--- src/rtl/kms_pkg.sv ---
package kms_pkg;

  localparam int WINDOW_MAX_DEF = 32;
  localparam int KMER_MAX_DEF   = 31;
  localparam int HASH_W         = 62;
  localparam int POS_W          = 32;

  localparam logic [0:0] REG_KMER_LENGTH = 1'b0;
  localparam logic [0:0] REG_WINDOW_SIZE = 1'b1;

  typedef enum logic [2:0] {
    ST_IDLE,
    ST_HASH,
    ST_SCAN,
    ST_EMIT,
    ST_SHIFT,
    ST_ERR
  } state_t;

  typedef struct packed {
    logic [HASH_W-1:0] hash;
    logic [POS_W-1:0]  start;
    logic [POS_W-1:0]  stop;
    logic              fwd;
  } cand_t;

  // one cell's control, common to all cells of the window row
  typedef struct packed {
    logic load;    // write the new candidate into the cell addressed by the window count (sel)
    logic shift;   // every cell takes its right neighbor's entry; the last cell keeps its own
  } cell_ctl_t;

  // invertible 64-bit mix restricted to the active k-mer bits
  function automatic logic [63:0] mix_hash(input logic [63:0] key_i, input logic [63:0] mask_i);
    logic [63:0] k;
    k = (~key_i + (key_i << 21)) & mask_i;
    k = k ^ (k >> 24);
    k = ((k + (k << 3)) + (k << 8)) & mask_i;
    k = k ^ (k >> 14);
    k = ((k + (k << 2)) + (k << 4)) & mask_i;
    k = k ^ (k >> 28);
    k = (k + (k << 31)) & mask_i;
    return k;
  endfunction

endpackage

--- src/rtl/kms_cell.sv ---
module kms_cell
  import kms_pkg::*;
(
  input  logic      clk,
  input  cell_ctl_t ctl,
  input  logic      sel,
  input  cand_t     new_entry,
  input  cand_t     right_entry,
  output cand_t     entry
);

  cand_t entry_r;

  // shift toward cell 0; load only into the addressed cell
  always_ff @(posedge clk) begin
    if (ctl.shift) begin
      entry_r <= right_entry;
    end else if (ctl.load && sel) begin
      entry_r <= new_entry;
    end
  end

  assign entry = entry_r;

endmodule

--- config.mk ---
export PLATFORM = sky130hd
export DESIGN_NAME = kms_cell
export DESIGN_NICKNAME = d
export VERILOG_FILES = /design/src/rtl/kms_pkg.sv /design/src/rtl/kms_cell.sv
export SDC_FILE = /design/constraint.sdc
export NUM_CORES = 1
export LEC_CHECK = 0
export ABC_AREA = 1
export BUFFER_PORTS_ARGS = -buffer_cell sky130_fd_sc_hd__buf_2
export CAP_MARGIN = 25
export CORE_AREA = 2 2 152 154
export CTS_CLUSTER_SIZE = 16
export DETAILED_ROUTE_END_ITERATION = 7
export DIE_AREA = 0 0 154 156
export GPL_TIMING_DRIVEN = 0
export SETUP_SLACK_MARGIN = 0.05
export SLEW_MARGIN = 5
export SYNTH_ARGS = -nofsm -noshare
export SYNTH_HDL_FRONTEND = slang
export SYNTH_SLANG_ARGS = --single-unit
--- constraint.sdc ---
create_clock -name clk -period 5.3 [get_ports clk]
set_input_delay 0.265 -clock clk [delete_from_list [all_inputs] [get_ports clk]]
set_output_delay 0.265 -clock clk [all_outputs]
set_load 0.05 [all_outputs]
==> metrics.txt, run 1 <==
status=finished clean; Initial Util=0.2437; Slew headroom=0.5793; crit path capture type=flop; CTS tree=yes; Total Wirelength=18.32 mm; setup_tns=0 ns; synthesis-stage register bit count=127; multi-input logic area=0.001445 mm²; Max VDD drop=0.1689 mV; Slew Limit Fails=0; Die Wd=154 µm; die area=0.02402 mm²; final setup vio count=0; Hold Crit Class=in -> reg; most frequent cells in the layout=buf_2, nand2_1, edfxtp_1, clkbuf_16, buf_4; post-DP HPWL=14.40 mm; slowest CP cell=nand2_4; FF+latch area=0.003814 mm²; post-route ant nets=0; GP Congestion=0.8045; syn nets=797; layout cells sized above 1=0.4660; Slowest Stage Delay on Critical Path=0.46 ns; Rows=55; CTS Hold Bufs=0; most common cell after layout, fill and taps aside=buf_2; fill count=2311; Setup Buffers After CTS=0; deepest clock path buffer count=2; static leakage=4.335 nW; minimum clock period=1.887 ns; fin crit share=0.3561; vias per cell=4.055; Clock Sinks=127; Crit. path cell count=7; GRT Overall Usage=0.1470; max reg flops=127; Worst Path Required=5.39 ns; Nets=1202; power per cell area=380.0 mW/mm²; area grow syn2layout=53.05%; via count=5040; core area=0.02237 mm²; final hold vios=0; Netlist cell types=6; Yosys warnings=0; total power=3.170 mW; root buf cell=clkbuf_16; Ports=385; global route overflow=0; Mapped Avg Cell Area=10.11 µm²; initial antenna violation count=3; Reg clk slew, reported paths=0.06 ns; Arr. time, crit path=1.97 ns; H-tree depth=4; critical path type=in -> reg; Setup crit start kind=input pin; synthesized cell area=0.005450 mm²; max-cap viol count=0; worst path bufs/invs=6; vias in the first global route=4874; global-route wire length before repair=26.50 mm; Mapped Cells=539; cts repair resizes=0; # port buffers=384; wire per inst=14.74 µm; DRC=0; CTS Buf Count=17; Die H=156 µm; crit-path cells=buf_2 -> inv_1 -> buf_2 -> buf_4 -> nand2_4 -> buf_12 -> buf_12; unrepaired setup endpoints after global routing=false; largest net degree at the start of global routing=45; CP max FO=44; FMAX=529.8 MHz; initial drt markers=330; Worst-Margin Slew=0.6310 ns; crit-path leading delay family=buffers and inverters; First-pass DRT Iterations=4; WHS Path Cells=3; register area share after synthesis=0.6997
[power by group]
group	internal [mW]	switching, mW	total (mW)
Clock	0.654	0.478	1.13
Sequential	1.24	0.0266	1.27
Combinational	0.188	0.583	0.771
Total	2.08	1.09	3.17
[per-layer routing]
layer | up-vias | part of all wire | GRT usage
met3 | 24 | 0.082 | 0.04861
met2 | 257 | 0.50 | 0.2605
li1 | 2540 | - | -
met4 | 2 | 0.017 | 0.04762
met1 | 2217 | 0.40 | 0.1676
met5 | - | 0.00071 | 0
[metrics by stage]
step	area, µm²	std cells	utilization	setup WS, ns	hold slack [ns]
after floorplan	5450	539	-	1.475	0.4436
after global placement	7729	1208	0.3456	-0.4474	0.5273
after detailed placement	7776	1210	0.3477	2.913	0.5312
after CTS	8339	1242	0.3729	3.358	0.08724
after global routing	8342	1243	0.3730	3.290	0.09450
final	8342	1243	0.3730	3.413	0.1146
[layout make-up]
type                            count  share of cell area
Clock inverter                     14             0.01605
Inverter                            1           0.0004500
Clock buffer                       18             0.05145
Multi-Input combinational cell    383              0.1732
Tap cell                          285             0.04275
Buffer                             28             0.02340
Sequential cell                   127              0.4572
Antenna cell                        1           0.0003000
Timing Repair Buffer              386              0.2352
[logic make-up (layout without fill, tap and decap cells)]
| kind of cell | after synthesis | count (layout) | share of synthesized area |
|---|---|---|---|
| buffers and inverters | 29 | 447 | 0.03650 |
| and+or+nand+nor | 383 | 383 | 0.2638 |
| other | 0 | 1 | 0 |
| DFF | 127 | 127 | 0.6997 |
[cells in the mapped netlist, drive strengths merged]
cell type  count  area (µm²)
buf           28       195.2
edfxtp       127        3814
nand2        383        1438
inv            1       3.750
[worst paths after layout]
check | slack (ns) | to | start
setup / recovery | 3.41 | entry[65] | ctl[0]
hold / removal | 0.11 | entry[44] | new_entry[44]
Power figures use the tool's default switching activity.
==> run 2: changes to the inputs <==
==> constraint.sdc (replaced) <==
create_clock -name clk -period 1.5 [get_ports clk]
set_input_delay 0.075 -clock clk [delete_from_list [all_inputs] [get_ports clk]]
set_output_delay 0.075 -clock clk [all_outputs]
set_load 0.05 [all_outputs]
==> run 2 against run 1 <==
The flow now stops in clock tree synthesis; area after synthesis is the same; synthesized cell count is the same.
==> metrics.txt, run 2 <==
status=did not finish; Failed at=clock tree synthesis; Error=[ERROR RSZ-0060] Max buffer count reached.; Netlist cell types=6; Async S/R FF share, synth=0; placed cell area=0.007745 mm²; Die H=156 µm; top-count cell post-synth=nand2_1; H-tree depth=4; syn nets=797; main flop type after synthesis=edfxtp_1; cts repair resizes=0; GP Congestion=0.8338; Die Wd=154 µm; Mapped Cells=539; Synth top area share=0.6997; Post-synth top cells=nand2_1, edfxtp_1, buf_2, buf_4, buf_6; deepest clock path buffer count=2; Initial Util=0.2437; Rows=55; root buf cell=clkbuf_16; Yosys top cell by area=edfxtp_1; Setup Buffers After CTS=0; Mapped Avg Cell Area=10.11 µm²; Yosys warnings=0; register area share after synthesis=0.6997; Clock Sinks=127; synthesized cell area=0.005450 mm²; synthesis-stage register bit count=127; placed insts=1208; # port buffers=384; CTS Hold Bufs=250; CTS Buf Count=17; post-DP HPWL=13.65 mm; top cells by area, synth=edfxtp_1, nand2_1, buf_4, buf_2, buf_6; Post-synth EDFFs=127; Ports=385
==> run 2: cell counts after synthesis <==
Identical to the previous run, type by type.
==> run 2: logic make-up after synthesis <==
logic type	after synthesis	share of synthesized area
buffers and inverters	29	0.03650
and+or+nand+nor	383	0.2638
DFF	127	0.6997
==> run 2: stage by stage <==
step,worst slack [ns],utilization,hold slack (ns)
3_5_place_dp,-0.4888,0.3463,0.3407
3_3_place_gp,-0.4671,0.3463,0.3387
2_1_floorplan,0.1575,-,0.2536
==> run 3: changes to the inputs <==
--- a/config.mk
+++ b/config.mk
@@ -8,12 +8,11 @@
 export ABC_AREA = 1
 export BUFFER_PORTS_ARGS = -buffer_cell sky130_fd_sc_hd__buf_2
 export CAP_MARGIN = 25
-export CORE_AREA = 2 2 152 154
-export CTS_CLUSTER_SIZE = 16
+export CORE_MARGIN = 2
+export CORE_UTILIZATION = 20
 export DETAILED_ROUTE_END_ITERATION = 7
-export DIE_AREA = 0 0 154 156
 export GPL_TIMING_DRIVEN = 0
-export SETUP_SLACK_MARGIN = 0.05
+export PLACE_DENSITY_LB_ADDON = 0.15
 export SLEW_MARGIN = 5
 export SYNTH_ARGS = -nofsm -noshare
 export SYNTH_HDL_FRONTEND = slang
==> constraint.sdc (replaced) <==
create_clock -name clk -period 2 [get_ports clk]
set_input_delay 0.1 -clock clk [delete_from_list [all_inputs] [get_ports clk]]
set_output_delay 0.1 -clock clk [all_outputs]
set_load 0.05 [all_outputs]
==> run 3 against run 2 <==
The run now ends clean.
==> metrics.txt, run 3 (synthesized netlist as in run 1, its figures left out) <==
critical path type=in -> reg; GP Congestion=0.7565; final hold vios=0; combinational power share=0.274; Final Worst Setup Slack=0.5103 ns; cts repair resizes=0; deepest clock path buffer count=2; static leakage=5.447 nW; power per cell area=838.9 mW/mm²; die area=0.02859 mm²; Net Switching=2.940 mW; Die Wd=169.1 µm; Initial Util=0.2028; final setup vio count=0; vias per cell=3.907; Flop pwr share=0.364; Final Hold Slack=0.1215 ns; via count=6056; crit path capture type=flop; slowest CP cell=buf_16; routed length on met3=1.698 mm; First-pass DRT Iterations=6; Worst-Margin Slew=0.5320 ns; Reg clk slew, reported paths=0.06 ns; layout cells sized above 1=0.3667; Net Sw Frac=0.3190; core area=0.02688 mm²; post-DP HPWL=14.41 mm; minimum clock period=1.490 ns; Top Layer Used=met4; Worst Path Required=2.10 ns; CTS tree=yes; Die H=169.1 µm; area grow syn2layout=101.6%; Ports=385; crit-path cells=buf_2 -> inv_1 -> buf_2 -> buf_4 -> nand2_8 -> buf_16; max-cap viol count=0; CTS Buf Count=17; Crit path top cell by count=buf_2; placed insts=1265; pre-CTS WS=0.02491 ns; Nets=1453; # port buffers=384; wire per inst=13.69 µm; largest net degree at the start of global routing=69; Setup crit start kind=input pin; Hold Crit Class=in -> reg; global route overflow=0; GRT Overall Usage=0.1461; placed cell area=0.007843 mm²; unrepaired setup endpoints after global routing=false; wire length on met1=8.202 mm; design area=0.01099 mm²; Clock Sinks=127; FMAX=671.3 MHz; initial drt markers=206; fin crit share=0.7448; Slowest Stage Delay on Critical Path=0.35 ns; met2 routed WL=10.84 mm; status=finished clean; internal power=6.278 mW; clock power share=0.362; root buf cell=clkbuf_16; post-route ant nets=0; Total Wirelength=21.22 mm; H-tree depth=4; fill count=2695; global-route wire length before repair=31.84 mm; Slew headroom=0.6453; most frequent cells in the layout=buf_2, nand2_1, dlygate4sd3_1, edfxtp_1, clkbuf_16; CP max FO=68; Non-Filler Instances=1550; initial antenna violation count=1; DRC=0; Arr. time, crit path=1.59 ns; vias in the first global route=6230; most common cell after layout, fill and taps aside=buf_2; Max VDD drop=0.5013 mV; max reg flops=127; Slew Limit Fails=0; Rows=60
-- run 3: worst paths after layout --
path / startpoint / endpoint / slack (ns) / depth (start not counted)
setup / recovery: ctl[0] / entry[92] / 0.51 / 6
hold / removal: new_entry[67] / entry[67] / 0.12 / 3
-- run 3: worst max-delay path: cells and delay by family --
family,cells,cell delay (ns)
and+or+nand+nor,1,0.29
buffers and inverters,5,1.13
-- run 3: repair_timing --
| item | 4_1_cts | 5_1_grt |
|---|---|---|
| hold endpoints to repair | 126 | 0 |
| hold buffers | 252 | 0 |
| buffers inserted | 0 | 0 |
-- run 3: routing by layer --
layer,up-vias,track usage
met5,-,0
met4,0,0.05351
met3,33,0.05448
met2,246,0.2684
met1,2730,0.1517
li1,3047,-
-- run 3: stage by stage --
step | setup TNS, ns | total power, mW | util
floorplan | 0 | 4.809 | -
global placement | -75.01 | 5.482 | 0.2905
detailed placement | 0 | 5.483 | 0.2918
CTS | 0 | 9.355 | 0.4088
global route | 0 | 9.625 | 0.4089
finish | 0 | 9.219 | 0.4089
-- run 3: area by class of cell --
type / instances / area (µm²) / area share
repair buffers: 637 / 4472 / 0.4069
flip-flops and latches: 127 / 3814 / 0.3470
multi-input cells: 383 / 1454 / 0.1323
clock buffers: 19 / 432.9 / 0.03939
well taps: 341 / 426.7 / 0.03882
plain buffers: 28 / 195.2 / 0.01776
clock inverters: 13 / 188.9 / 0.01719
inverters: 1 / 3.754 / 0.0003416
diodes: 1 / 2.502 / 0.0002277
-- run 3: power groups by stage --
stage          clock (mW)  sequential, mW  combinational [mW]
5_1_grt              3.55            3.39                2.69
3_5_place_dp            0            3.41                2.07
4_1_cts              3.46            3.36                2.54
3_3_place_gp            0            3.42                2.07
2_1_floorplan           0            4.51               0.302
6_report             3.34            3.36                2.53
